**src/hdl/seven_segment_two_wire_display_driver_assert.svh**
```systemverilog
// Assertion macros for the display driver sequencer (ssd_seq).
// Each property is clocked on clk and switched off while rst is high.
`ifndef SEVEN_SEGMENT_TWO_WIRE_DISPLAY_DRIVER_ASSERT_SVH
`define SEVEN_SEGMENT_TWO_WIRE_DISPLAY_DRIVER_ASSERT_SVH
`ifndef SYNTH
`define SSD_ASSERT(name, prop) \
  name: assert property (@(posedge clk) disable iff (rst) prop) \
    else $error("display driver assertion failed");
`define SSD_ASSERT_NEXT(name, pre, post) \
  name: assert property (@(posedge clk) disable iff (rst) (pre) |=> (post)) \
    else $error("display driver assertion failed");
`else
`define SSD_ASSERT(name, prop)
`define SSD_ASSERT_NEXT(name, pre, post)
`endif
`endif

```
**src/hdl/ssd_pkg.sv**
```systemverilog
package ssd_pkg;

  localparam int DIGITS = 4;

  localparam logic [2:0] MODE_TICK  = 3'd0;
  localparam logic [2:0] MODE_DEC   = 3'd1;
  localparam logic [2:0] MODE_HEX   = 3'd2;
  localparam logic [2:0] MODE_CLOCK = 3'd3;
  localparam logic [2:0] MODE_DASH  = 3'd4;

  localparam logic [1:0] CFG_BRIGHTNESS = 2'd0;
  localparam logic [1:0] CFG_DISPLAY_ON = 2'd1;
  localparam logic [1:0] CFG_LEAD_ZEROS = 2'd2;

  localparam logic [7:0] CMD_DATA   = 8'h40;
  localparam logic [7:0] CMD_ADDR   = 8'hC0;
  localparam logic [7:0] CMD_CTRL   = 8'h80;
  localparam logic [7:0] CTRL_ON    = 8'h08;
  localparam logic [7:0] SEG_COLON  = 8'h80;
  localparam logic [7:0] SEG_DASH   = 8'h40;
  localparam logic [7:0] SEG_BLANK  = 8'h00;

  typedef logic [7:0] seg_byte_t;
  typedef seg_byte_t [DIGITS-1:0] seg_buf_t;

  typedef struct packed {
    logic [2:0]  mode;
    logic [15:0] value;
    logic [6:0]  hour;
    logic [6:0]  minute;
    logic        dio_in;
  } item_t;

  typedef struct packed {
    logic clk_out;
    logic dio_out;
    logic busy_res;
    logic ack_level;
    logic dropped;
  } result_t;

  // Segment patterns for the hexadecimal digits, bit 6..0 are segments G..A.
  function automatic seg_byte_t seg_of(input logic [3:0] digit);
    seg_byte_t s;
    case (digit)
      4'h0: s = 8'h3F;
      4'h1: s = 8'h06;
      4'h2: s = 8'h5B;
      4'h3: s = 8'h4F;
      4'h4: s = 8'h66;
      4'h5: s = 8'h6D;
      4'h6: s = 8'h7D;
      4'h7: s = 8'h07;
      4'h8: s = 8'h7F;
      4'h9: s = 8'h6F;
      4'hA: s = 8'h77;
      4'hB: s = 8'h7C;
      4'hC: s = 8'h39;
      4'hD: s = 8'h5E;
      4'hE: s = 8'h79;
      default: s = 8'h71;
    endcase
    return s;
  endfunction

endpackage

```
**src/hdl/seven_segment_two_wire_display_driver.sv**
```systemverilog
// Four-digit seven-segment display driver on a two-wire bit-banged link. Every
// accepted item gives exactly one result: one item per clock cycle sustained while
// out_ready is high, with the item going from the input register through one
// sequencer step into the result register. A tick item moves
// the clk/dio lines by one step;
// a request item (decimal, hex, clock, dashes) starts a three-frame transfer
// while the lines hold, and is dropped with a flag if a transfer is running.
// The segment bytes are formed by a small converter that starts when the
// sequencer takes the request and fills seg_buf well before the first segment
// byte goes on the wire.
module seven_segment_two_wire_display_driver (
  input  logic        clk,
  input  logic        rst,
  input  logic        in_valid,
  output logic        in_ready,
  input  logic [2:0]  mode,
  input  logic [15:0] value,
  input  logic [6:0]  hour,
  input  logic [6:0]  minute,
  input  logic        dio_in,
  output logic        out_valid,
  input  logic        out_ready,
  output logic        clk_out,
  output logic        dio_out,
  output logic        busy_res,
  output logic        ack_level,
  output logic        dropped,
  input  logic        cfg_wr_en,
  input  logic [1:0]  cfg_index,
  input  logic [2:0]  cfg_data
);

  logic              in_v;
  ssd_pkg::item_t    item_q;
  logic              take;
  logic              load;
  logic [2:0]        brightness;
  logic              display_on;
  logic              show_leading_zeros;
  ssd_pkg::seg_buf_t seg_buf;
  ssd_pkg::result_t  res_q;

  assign in_ready = !in_v || take;

  always_ff @(posedge clk) begin
    if (rst) begin
      in_v <= 1'b0;
    end else if (in_valid && in_ready) begin
      in_v <= 1'b1;
    end else if (take) begin
      in_v <= 1'b0;
    end
  end

  always_ff @(posedge clk) begin
    if (in_valid && in_ready) begin
      item_q <= '{mode: mode, value: value, hour: hour, minute: minute, dio_in: dio_in};
    end
  end

  always_ff @(posedge clk) begin
    if (rst) begin
      brightness         <= 3'd7;
      display_on         <= 1'b1;
      show_leading_zeros <= 1'b0;
    end else if (cfg_wr_en) begin
      case (cfg_index)
        ssd_pkg::CFG_BRIGHTNESS: brightness         <= cfg_data;
        ssd_pkg::CFG_DISPLAY_ON: display_on         <= cfg_data[0];
        ssd_pkg::CFG_LEAD_ZEROS: show_leading_zeros <= cfg_data[0];
        default: begin
        end
      endcase
    end
  end

  ssd_digits u_digits (
    .clk        (clk),
    .rst        (rst),
    .start      (load),
    .item       (item_q),
    .lead_zeros (show_leading_zeros),
    .seg_buf    (seg_buf)
  );

  ssd_seq u_seq (
    .clk        (clk),
    .rst        (rst),
    .in_v       (in_v),
    .item       (item_q),
    .brightness (brightness),
    .display_on (display_on),
    .seg_buf    (seg_buf),
    .out_ready  (out_ready),
    .take       (take),
    .load       (load),
    .out_valid  (out_valid),
    .res_q      (res_q)
  );

  assign clk_out   = res_q.clk_out;
  assign dio_out   = res_q.dio_out;
  assign busy_res  = res_q.busy_res;
  assign ack_level = res_q.ack_level;
  assign dropped   = res_q.dropped;

endmodule

```
**src/hdl/ssd_digits.sv**
```systemverilog
module ssd_digits (
  input  logic            clk,
  input  logic            rst,
  input  logic            start,
  input  ssd_pkg::item_t  item,
  input  logic            lead_zeros,
  output ssd_pkg::seg_buf_t seg_buf
);

  typedef enum logic [1:0] {C_IDLE, C_MOD, C_DIG, C_FILL} cstate_t;

  localparam int MOD_BASE = 10000;

  cstate_t          state;
  logic [2:0]       kind;
  logic             lz;
  logic [15:0]      num;
  logic [1:0]       didx;
  logic [3:0]       dig [ssd_pkg::DIGITS];

  logic [2:0]       mod_q;
  logic [15:0]      num_mod;
  logic [9:0]       weight;
  logic [3:0]       dsel;
  logic [15:0]      num_rem;
  ssd_pkg::seg_buf_t fill_num;
  logic             seen;

  // Tens and units of a 7-bit value; x*205>>11 equals x/10 below 1029.
  function automatic logic [7:0] split10(input logic [6:0] x);
    logic [14:0] prod;
    logic [3:0]  q;
    logic [6:0]  r;
    prod = 15'(x) * 15'd205;
    q = prod[14:11];
    r = x - 7'(q) * 7'd10;
    return {q, r[3:0]};
  endfunction

  always_comb begin
    mod_q = '0;
    for (int k = 1; k <= 6; k++) begin
      if (num >= 16'(k * MOD_BASE)) mod_q = 3'(k);
    end
    num_mod = num - 16'(mod_q * 16'(MOD_BASE));
  end

  always_comb begin
    case (didx)
      2'd0: weight = 10'd1000;
      2'd1: weight = 10'd100;
      default: weight = 10'd10;
    endcase
    dsel = '0;
    for (int k = 1; k <= 9; k++) begin
      if (num >= 16'(k) * {6'd0, weight}) dsel = 4'(k);
    end
    num_rem = num - {12'd0, dsel} * {6'd0, weight};
  end

  // Leading-zero blanking for decimal and hex.
  always_comb begin
    seen = lz;
    for (int i = 0; i < ssd_pkg::DIGITS; i++) begin
      if (dig[i] == 4'd0 && !seen) begin
        fill_num[i] = ssd_pkg::SEG_BLANK;
      end else begin
        fill_num[i] = ssd_pkg::seg_of(dig[i]);
        seen = 1'b1;
      end
    end
  end

  always_ff @(posedge clk) begin
    if (rst) begin
      state <= C_IDLE;
    end else begin
      case (state)
        C_IDLE: begin
          if (start) begin
            kind <= item.mode;
            lz   <= lead_zeros;
            num  <= item.value;
            didx <= 2'd0;
            if (item.mode == ssd_pkg::MODE_HEX) begin
              dig[0] <= item.value[15:12];
              dig[1] <= item.value[11:8];
              dig[2] <= item.value[7:4];
              dig[3] <= item.value[3:0];
            end else begin
              {dig[0], dig[1]} <= split10(item.hour);
              {dig[2], dig[3]} <= split10(item.minute);
            end
            if (item.mode == ssd_pkg::MODE_DEC) begin
              state <= C_MOD;
            end else begin
              state <= C_FILL;
            end
          end
        end
        C_MOD: begin
          num   <= num_mod;
          state <= C_DIG;
        end
        C_DIG: begin
          dig[didx] <= dsel;
          num       <= num_rem;
          didx      <= didx + 2'd1;
          if (didx == 2'd2) begin
            dig[3] <= num_rem[3:0];
            state  <= C_FILL;
          end
        end
        C_FILL: begin
          case (kind)
            ssd_pkg::MODE_DEC, ssd_pkg::MODE_HEX: seg_buf <= fill_num;
            ssd_pkg::MODE_CLOCK: begin
              seg_buf[0] <= ssd_pkg::seg_of(dig[0]);
              seg_buf[1] <= ssd_pkg::seg_of(dig[1]) | ssd_pkg::SEG_COLON;
              seg_buf[2] <= ssd_pkg::seg_of(dig[2]);
              seg_buf[3] <= ssd_pkg::seg_of(dig[3]);
            end
            default: seg_buf <= {ssd_pkg::DIGITS{ssd_pkg::SEG_DASH}};
          endcase
          state <= C_IDLE;
        end
        default: state <= C_IDLE;
      endcase
    end
  end

endmodule

```
**src/hdl/ssd_seq.sv**
```systemverilog
module ssd_seq (
  input  logic              clk,
  input  logic              rst,
  input  logic              in_v,
  input  ssd_pkg::item_t    item,
  input  logic [2:0]        brightness,
  input  logic              display_on,
  input  ssd_pkg::seg_buf_t seg_buf,
  input  logic              out_ready,
  output logic              take,
  output logic              load,
  output logic              out_valid,
  output ssd_pkg::result_t  res_q
);

  `include "seven_segment_two_wire_display_driver_assert.svh"

  typedef enum logic [1:0] {PH_START, PH_BITS, PH_ACK, PH_STOP} phase_t;

  localparam logic [3:0] SLOT_ADDR = 4'd1;
  localparam logic [3:0] SLOT_SEG0 = 4'd2;
  localparam logic [3:0] SLOT_LAST_SEG = 4'd5;
  localparam logic [3:0] SLOT_CTRL = 4'd6;

  logic       active, active_next;
  phase_t     phase, phase_next;
  logic [2:0] step, step_next;
  logic [2:0] bit_index, bit_index_next;
  logic [3:0] byte_slot, byte_slot_next;
  logic [7:0] shift_byte, shift_byte_next;
  logic       last_ack, last_ack_next;
  logic       clk_level, clk_level_next;
  logic       dio_level, dio_level_next;
  logic       dropped_next;
  logic [3:0] slot_inc;

  function automatic logic [7:0] byte_for(input logic [3:0] slot,
                                          input ssd_pkg::seg_buf_t buf_in,
                                          input logic on, input logic [2:0] br);
    logic [3:0] rel;
    rel = slot - SLOT_SEG0;
    if (slot == 4'd0) return ssd_pkg::CMD_DATA;
    if (slot == SLOT_ADDR) return ssd_pkg::CMD_ADDR;
    if (slot >= SLOT_SEG0 && slot <= SLOT_LAST_SEG) return buf_in[rel[1:0]];
    return ssd_pkg::CMD_CTRL | (on ? ssd_pkg::CTRL_ON : 8'h00) | {5'd0, br};
  endfunction

  assign take     = in_v && (!out_valid || out_ready);
  assign slot_inc = byte_slot + 4'd1;

  always_comb begin
    active_next     = active;
    phase_next      = phase;
    step_next       = step;
    bit_index_next  = bit_index;
    byte_slot_next  = byte_slot;
    shift_byte_next = shift_byte;
    last_ack_next   = last_ack;
    clk_level_next  = clk_level;
    dio_level_next  = dio_level;
    dropped_next    = 1'b0;
    load            = 1'b0;
    case (item.mode)
      ssd_pkg::MODE_TICK: begin
        if (active) begin
          case (phase)
            PH_START: begin
              dio_level_next  = 1'b0;
              phase_next      = PH_BITS;
              step_next       = 3'd0;
              bit_index_next  = 3'd0;
              shift_byte_next = byte_for(byte_slot, seg_buf, display_on, brightness);
            end
            PH_BITS: begin
              if (step == 3'd0) begin
                clk_level_next = 1'b0;
                step_next      = 3'd1;
              end else if (step == 3'd1) begin
                dio_level_next = shift_byte[0];
                step_next      = 3'd2;
              end else begin
                clk_level_next  = 1'b1;
                shift_byte_next = {1'b0, shift_byte[7:1]};
                step_next       = 3'd0;
                if (bit_index == 3'd7) begin
                  phase_next     = PH_ACK;
                  bit_index_next = 3'd0;
                end else begin
                  bit_index_next = bit_index + 3'd1;
                end
              end
            end
            PH_ACK: begin
              case (step)
                3'd0: clk_level_next = 1'b0;
                3'd1: dio_level_next = 1'b1;
                3'd2: begin
                  last_ack_next  = item.dio_in;
                  dio_level_next = 1'b0;
                end
                3'd3: clk_level_next = 1'b1;
                default: clk_level_next = 1'b0;
              endcase
              if (step < 3'd4) begin
                step_next = step + 3'd1;
              end else begin
                step_next = 3'd0;
                // The data command frame, the last display byte and the control byte end in a stop.
                if (byte_slot == 4'd0 || byte_slot >= SLOT_LAST_SEG) begin
                  phase_next = PH_STOP;
                end else begin
                  byte_slot_next  = slot_inc;
                  phase_next      = PH_BITS;
                  bit_index_next  = 3'd0;
                  shift_byte_next = byte_for(slot_inc, seg_buf, display_on, brightness);
                end
              end
            end
            default: begin
              if (step == 3'd0) begin
                dio_level_next = 1'b0;
                step_next      = 3'd1;
              end else if (step == 3'd1) begin
                clk_level_next = 1'b1;
                step_next      = 3'd2;
              end else begin
                dio_level_next = 1'b1;
                step_next      = 3'd0;
                phase_next     = PH_START;
                if (byte_slot >= SLOT_CTRL) begin
                  active_next    = 1'b0;
                  byte_slot_next = 4'd0;
                end else begin
                  byte_slot_next = (byte_slot == 4'd0) ? SLOT_ADDR : SLOT_CTRL;
                end
              end
            end
          endcase
        end
      end
      ssd_pkg::MODE_DEC, ssd_pkg::MODE_HEX, ssd_pkg::MODE_CLOCK, ssd_pkg::MODE_DASH: begin
        if (active) begin
          dropped_next = 1'b1;
        end else begin
          load           = take;
          active_next    = 1'b1;
          phase_next     = PH_START;
          step_next      = 3'd0;
          bit_index_next = 3'd0;
          byte_slot_next = 4'd0;
        end
      end
      default: begin
      end
    endcase
  end

  always_ff @(posedge clk) begin
    if (rst) begin
      active     <= 1'b0;
      phase      <= PH_START;
      step       <= 3'd0;
      bit_index  <= 3'd0;
      byte_slot  <= 4'd0;
      shift_byte <= 8'd0;
      last_ack   <= 1'b0;
      clk_level  <= 1'b1;
      dio_level  <= 1'b1;
      out_valid  <= 1'b0;
    end else begin
      if (take) begin
        active     <= active_next;
        phase      <= phase_next;
        step       <= step_next;
        bit_index  <= bit_index_next;
        byte_slot  <= byte_slot_next;
        shift_byte <= shift_byte_next;
        last_ack   <= last_ack_next;
        clk_level  <= clk_level_next;
        dio_level  <= dio_level_next;
        out_valid  <= 1'b1;
        res_q      <= '{clk_out: clk_level_next, dio_out: dio_level_next,
                        busy_res: active_next, ack_level: last_ack_next,
                        dropped: dropped_next};
      end else if (out_ready) begin
        out_valid <= 1'b0;
      end
    end
  end

  `SSD_ASSERT(a_idle_lines_released, !active |-> (clk_level && dio_level))
  `SSD_ASSERT(a_bit_index_outside_bits, (phase != PH_BITS) |-> (bit_index == 3'd0))
  `SSD_ASSERT(a_slot_in_range, byte_slot <= SLOT_CTRL)
  `SSD_ASSERT_NEXT(a_drop_only_when_busy, take && dropped_next, res_q.dropped && res_q.busy_res)

endmodule
```
**config.mk**
```make
export PLATFORM = sky130hd
export DESIGN_NAME = seven_segment_two_wire_display_driver
export DESIGN_NICKNAME = d
export VERILOG_FILES = /design/src/hdl/ssd_pkg.sv /design/src/hdl/seven_segment_two_wire_display_driver.sv /design/src/hdl/ssd_digits.sv /design/src/hdl/ssd_seq.sv
export VERILOG_INCLUDE_DIRS = /design/src /design/src/hdl
export SDC_FILE = /design/constraint.sdc
export NUM_CORES = 1
export LEC_CHECK = 0
export ABC_AREA = 1
export ABC_CLOCK_PERIOD_IN_PS = 15270
export BUFFER_PORTS_ARGS = -buffer_cell sky130_fd_sc_hd__buf_2
export CORE_MARGIN = 4
export CORE_UTILIZATION = 45
export CTS_BUF_LIST = sky130_fd_sc_hd__clkbuf_4 sky130_fd_sc_hd__clkbuf_8 sky130_fd_sc_hd__clkbuf_16
export DETAILED_ROUTE_END_ITERATION = 7
export SYNTH_ARGS = -nofsm -noshare
export SYNTH_HDL_FRONTEND = slang
export SYNTH_HIERARCHICAL = 1
export SYNTH_SLANG_ARGS = --single-unit
```
**constraint.sdc**
```tcl
create_clock -name clk -period 15.27 [get_ports clk]
set_clock_uncertainty 0.2 [all_clocks]
set_input_delay 2.2905 -clock clk [delete_from_list [all_inputs] [get_ports clk]]
set_output_delay 2.2905 -clock clk [all_outputs]
set_load 0.05 [all_outputs]
```
==> impl_metrics.env <==
export IMPL_synth_cell_types=63
export IMPL_start_kind="flop"
export IMPL_synth_compound_area_share_pct=11.7
export IMPL_setup_tns_ns=0
export IMPL_synth_top_cell_area_share_pct=20.4
export IMPL_gp_congestion=0.975
export IMPL_crit_path_end_kind="flop"
export IMPL_grt_ovfl_total=0
export IMPL_antennaDiodeCount=0
export IMPL_cp_max_fo=15
export IMPL_dr_pass1_iters=6
export IMPL_synth_fa_ha_area_share_pct=22.7
export IMPL_worstMarginPinSlew_ns=0.905
export IMPL_yosys_area_top_type="edfxtp_1"
export IMPL_grt_max_degree=42
export IMPL_postCtsHoldBufs=0
export IMPL_design_core_area_um2=33900
export IMPL_power_per_cell_area_nw_per_um2=201
export IMPL_maxSlewHeadroom_pct=39.7
export IMPL_yosys_register_bits=167
export IMPL_die_area_um2=37700
export IMPL_vias=13300
export IMPL_ios=51
export IMPL_io_buffer_count=50
export IMPL_r2r_start="u_digits/didx[1]"
export IMPL_multi_input_comb_area_um2=9690
export IMPL_reg2reg_slack_ns=7.45
export IMPL_drc=0
export IMPL_die_h_um=194
export IMPL_cts_resized=0
export IMPL_area_growth_pct=8.33
export IMPL_vdd_drop_max_uv=198
export IMPL_finalCritPeriodShare_pct=51.2
export IMPL_layout_commonest_cell="nand2_1"
export IMPL_antenna_left=0
export IMPL_track_usage_pct=21.1
export IMPL_cp_arrival_ns=7.81
export IMPL_cts_inserted_buffers=17
export IMPL_post_cts_buffers=0
export IMPL_grt_pass1_vias=12900
export IMPL_tritoncts="done"
export IMPL_cts_path_max_buffers=2
export IMPL_clkSinkCount=167
export IMPL_clk_pin_slew_ns=0.08
export IMPL_antenna_found_initial=0
export IMPL_fillers=3400
export IMPL_period_needed_ns=7.82
export IMPL_cp_endpoint="u_digits/num[15]"
export IMPL_maxCapViolCount=0
export IMPL_r2r_cells=30
export IMPL_cts_htree_levels=4
export IMPL_dp_hpwl_um=31900
export IMPL_hold_path_class="reg2reg"
export IMPL_postSynthCellCount=2062
export IMPL_synth_top_family_by_area="simple AND/OR/NAND/NOR gates"
export IMPL_synth_simple_area_share_pct=26.3
export IMPL_synth_cell_area_um2=15600
export IMPL_final_max_slew_viol_count=0
export IMPL_drt_iter0_drc=953
export IMPL_drive_above_1_share_pct=10.7
export IMPL_criticalPathCategory="reg2reg"
export IMPL_critPathMaxStageDelay_ns=0.60
export IMPL_design_power_total_mw=3.40
export IMPL_avgSynthCellArea_um2=7.56
export IMPL_synthTopCellsByArea="edfxtp_1 20%, ha_1 18%, nand2_1 11%, dfxtp_1 7.8%, inv_1 7.8%"
export IMPL_final_cell_mix="454 x nand2_1, 323 x inv_1, 219 x ha_1"
export IMPL_insertion_delay_ns=0.45
export IMPL_startpoint="u_digits/didx[1]"
export IMPL_yosysSeqAreaShare_pct=28.2
export IMPL_synth_edf_count=106
export IMPL_leakage_nw=8.39
export IMPL_wl_per_cell_um=15.6
export IMPL_root_buffer="clkbuf_16"
export IMPL_synth_xor_area_share_pct=1.16
export IMPL_fmax_ghz=0.128
export IMPL_status="finished, final reports clean"
export IMPL_grt_pass1_wl_um=65500
export IMPL_final_core_util_pct=49.9
export IMPL_setup_viol=0
export IMPL_synth_main_ff_cell="edfxtp_1"
export IMPL_yosys_warnings=6
export IMPL_finalHoldViolations=0
export IMPL_die_w_um=194
export IMPL_wirelength_um=39900
export IMPL_synth_area_mux_share_pct=0.0963
export IMPL_final_nets=2407
export IMPL_start_util_pct=46.1
export IMPL_rsz0062_at_grt="no"
export IMPL_seq_area_um2=4400
export IMPL_crit_slowest_cell="clkinv_1"
export IMPL_vias_per_cell=5.18
export IMPL_reg2reg_to="u_digits/num[15]"
export IMPL_row_count=67
export IMPL_synthArstFlopShare_pct=0
export IMPL_crit_required_ns=15.26
==> stage by stage <==
step / hold WS, ns / area [um^2] / worst slack (ns) / instances
2_1_floorplan: 0.208 / 15600 / 8.53 / 2064
3_3_place_gp: 0.257 / 16300 / 7.75 / 2533
3_5_place_dp: 0.265 / 16300 / 7.49 / 2533
4_1_cts: 0.279 / 16900 / 7.49 / 2565
5_1_grt: 0.305 / 16900 / 6.87 / 2565
6_report: 0.277 / 16900 / 7.45 / 2565
==> cell type report <==
type / instances / area share (%)
Clock buffer: 18 / 2.56
Clock inverter: 14 / 0.933
Inverter: 352 / 7.83
Multi-Input combinational cell: 1506 / 57.4
Sequential cell: 167 / 26.1
Tap cell: 448 / 3.32
Timing Repair Buffer: 60 / 1.93
==> worst min-delay path by stage <==
stage / cells past startpoint / slack [ns] / start / end
2_1_floorplan: 0 / 0.21 / show_leading_zeros / u_digits/lz
3_3_place_gp: 2 / 0.26 / u_seq/shift_byte[6] / u_seq/shift_byte[6]
3_5_place_dp: 2 / 0.27 / u_seq/shift_byte[6] / u_seq/shift_byte[6]
4_1_cts: 2 / 0.28 / u_seq/shift_byte[6] / u_seq/shift_byte[6]
5_1_grt: 2 / 0.31 / u_seq/shift_byte[6] / u_seq/shift_byte[6]
6_report: 2 / 0.28 / u_seq/shift_byte[6] / u_seq/shift_byte[6]
==> critical path: cells and delay by family (launching register included) <==
family | cells | cell delay (ns)
DFF | 1 | 0.42
and+or+nand+nor | 10 | 1.34
buffers and inverters | 6 | 1.16
AOI/OAI and AO/OA | 7 | 0.85
adders and majority gates | 7 | 3.56
==> power breakdown <==
part	switching [mW]	total (mW)	internal (mW)
clock network	0.201	0.436	0.235
registers	0.127	0.740	0.613
logic	1.43	2.23	0.797
total	1.76	3.40	1.65
==> cells by family (layout without fill, tap and decap cells) <==
family,count (synthesis),count (layout)
AOI/OAI and AO/OA,318,318
xor gates and xnor gates,19,19
adders and majority gates,259,259
buffers and inverters,391,444
DFF,167,167
muxes,1,1
other,1,3
and+or+nand+nor,906,906
==> synth_stat cells (14+ instances only) <==
cell      instances
or2_2            16
inv_2            26
inv_1           323
edfxtp_1        106
nand2_2          26
nand2_1         454
o21ai_1          25
dfxtp_1          61
o211ai_1         19
nand4_1          24
o21ai_0          98
ha_1            219
xor2_1           14
fa_1             40
nor3_1           25
buf_2            15
nand3_1         111
a21oi_1         112
nor2_1          184
==> metal layers <==
metal / vias to the layer above / GRT usage (%) / wire length, um
met1: 6077 / 28.3 / 18400
met2: 349 / 35.9 / 18800
met5: - / 0 / 0
li1: 6823 / - / -
met3: 48 / 3.25 / 2050
met4: 0 / 5.55 / 714
(Power assumes the default switching activity.)
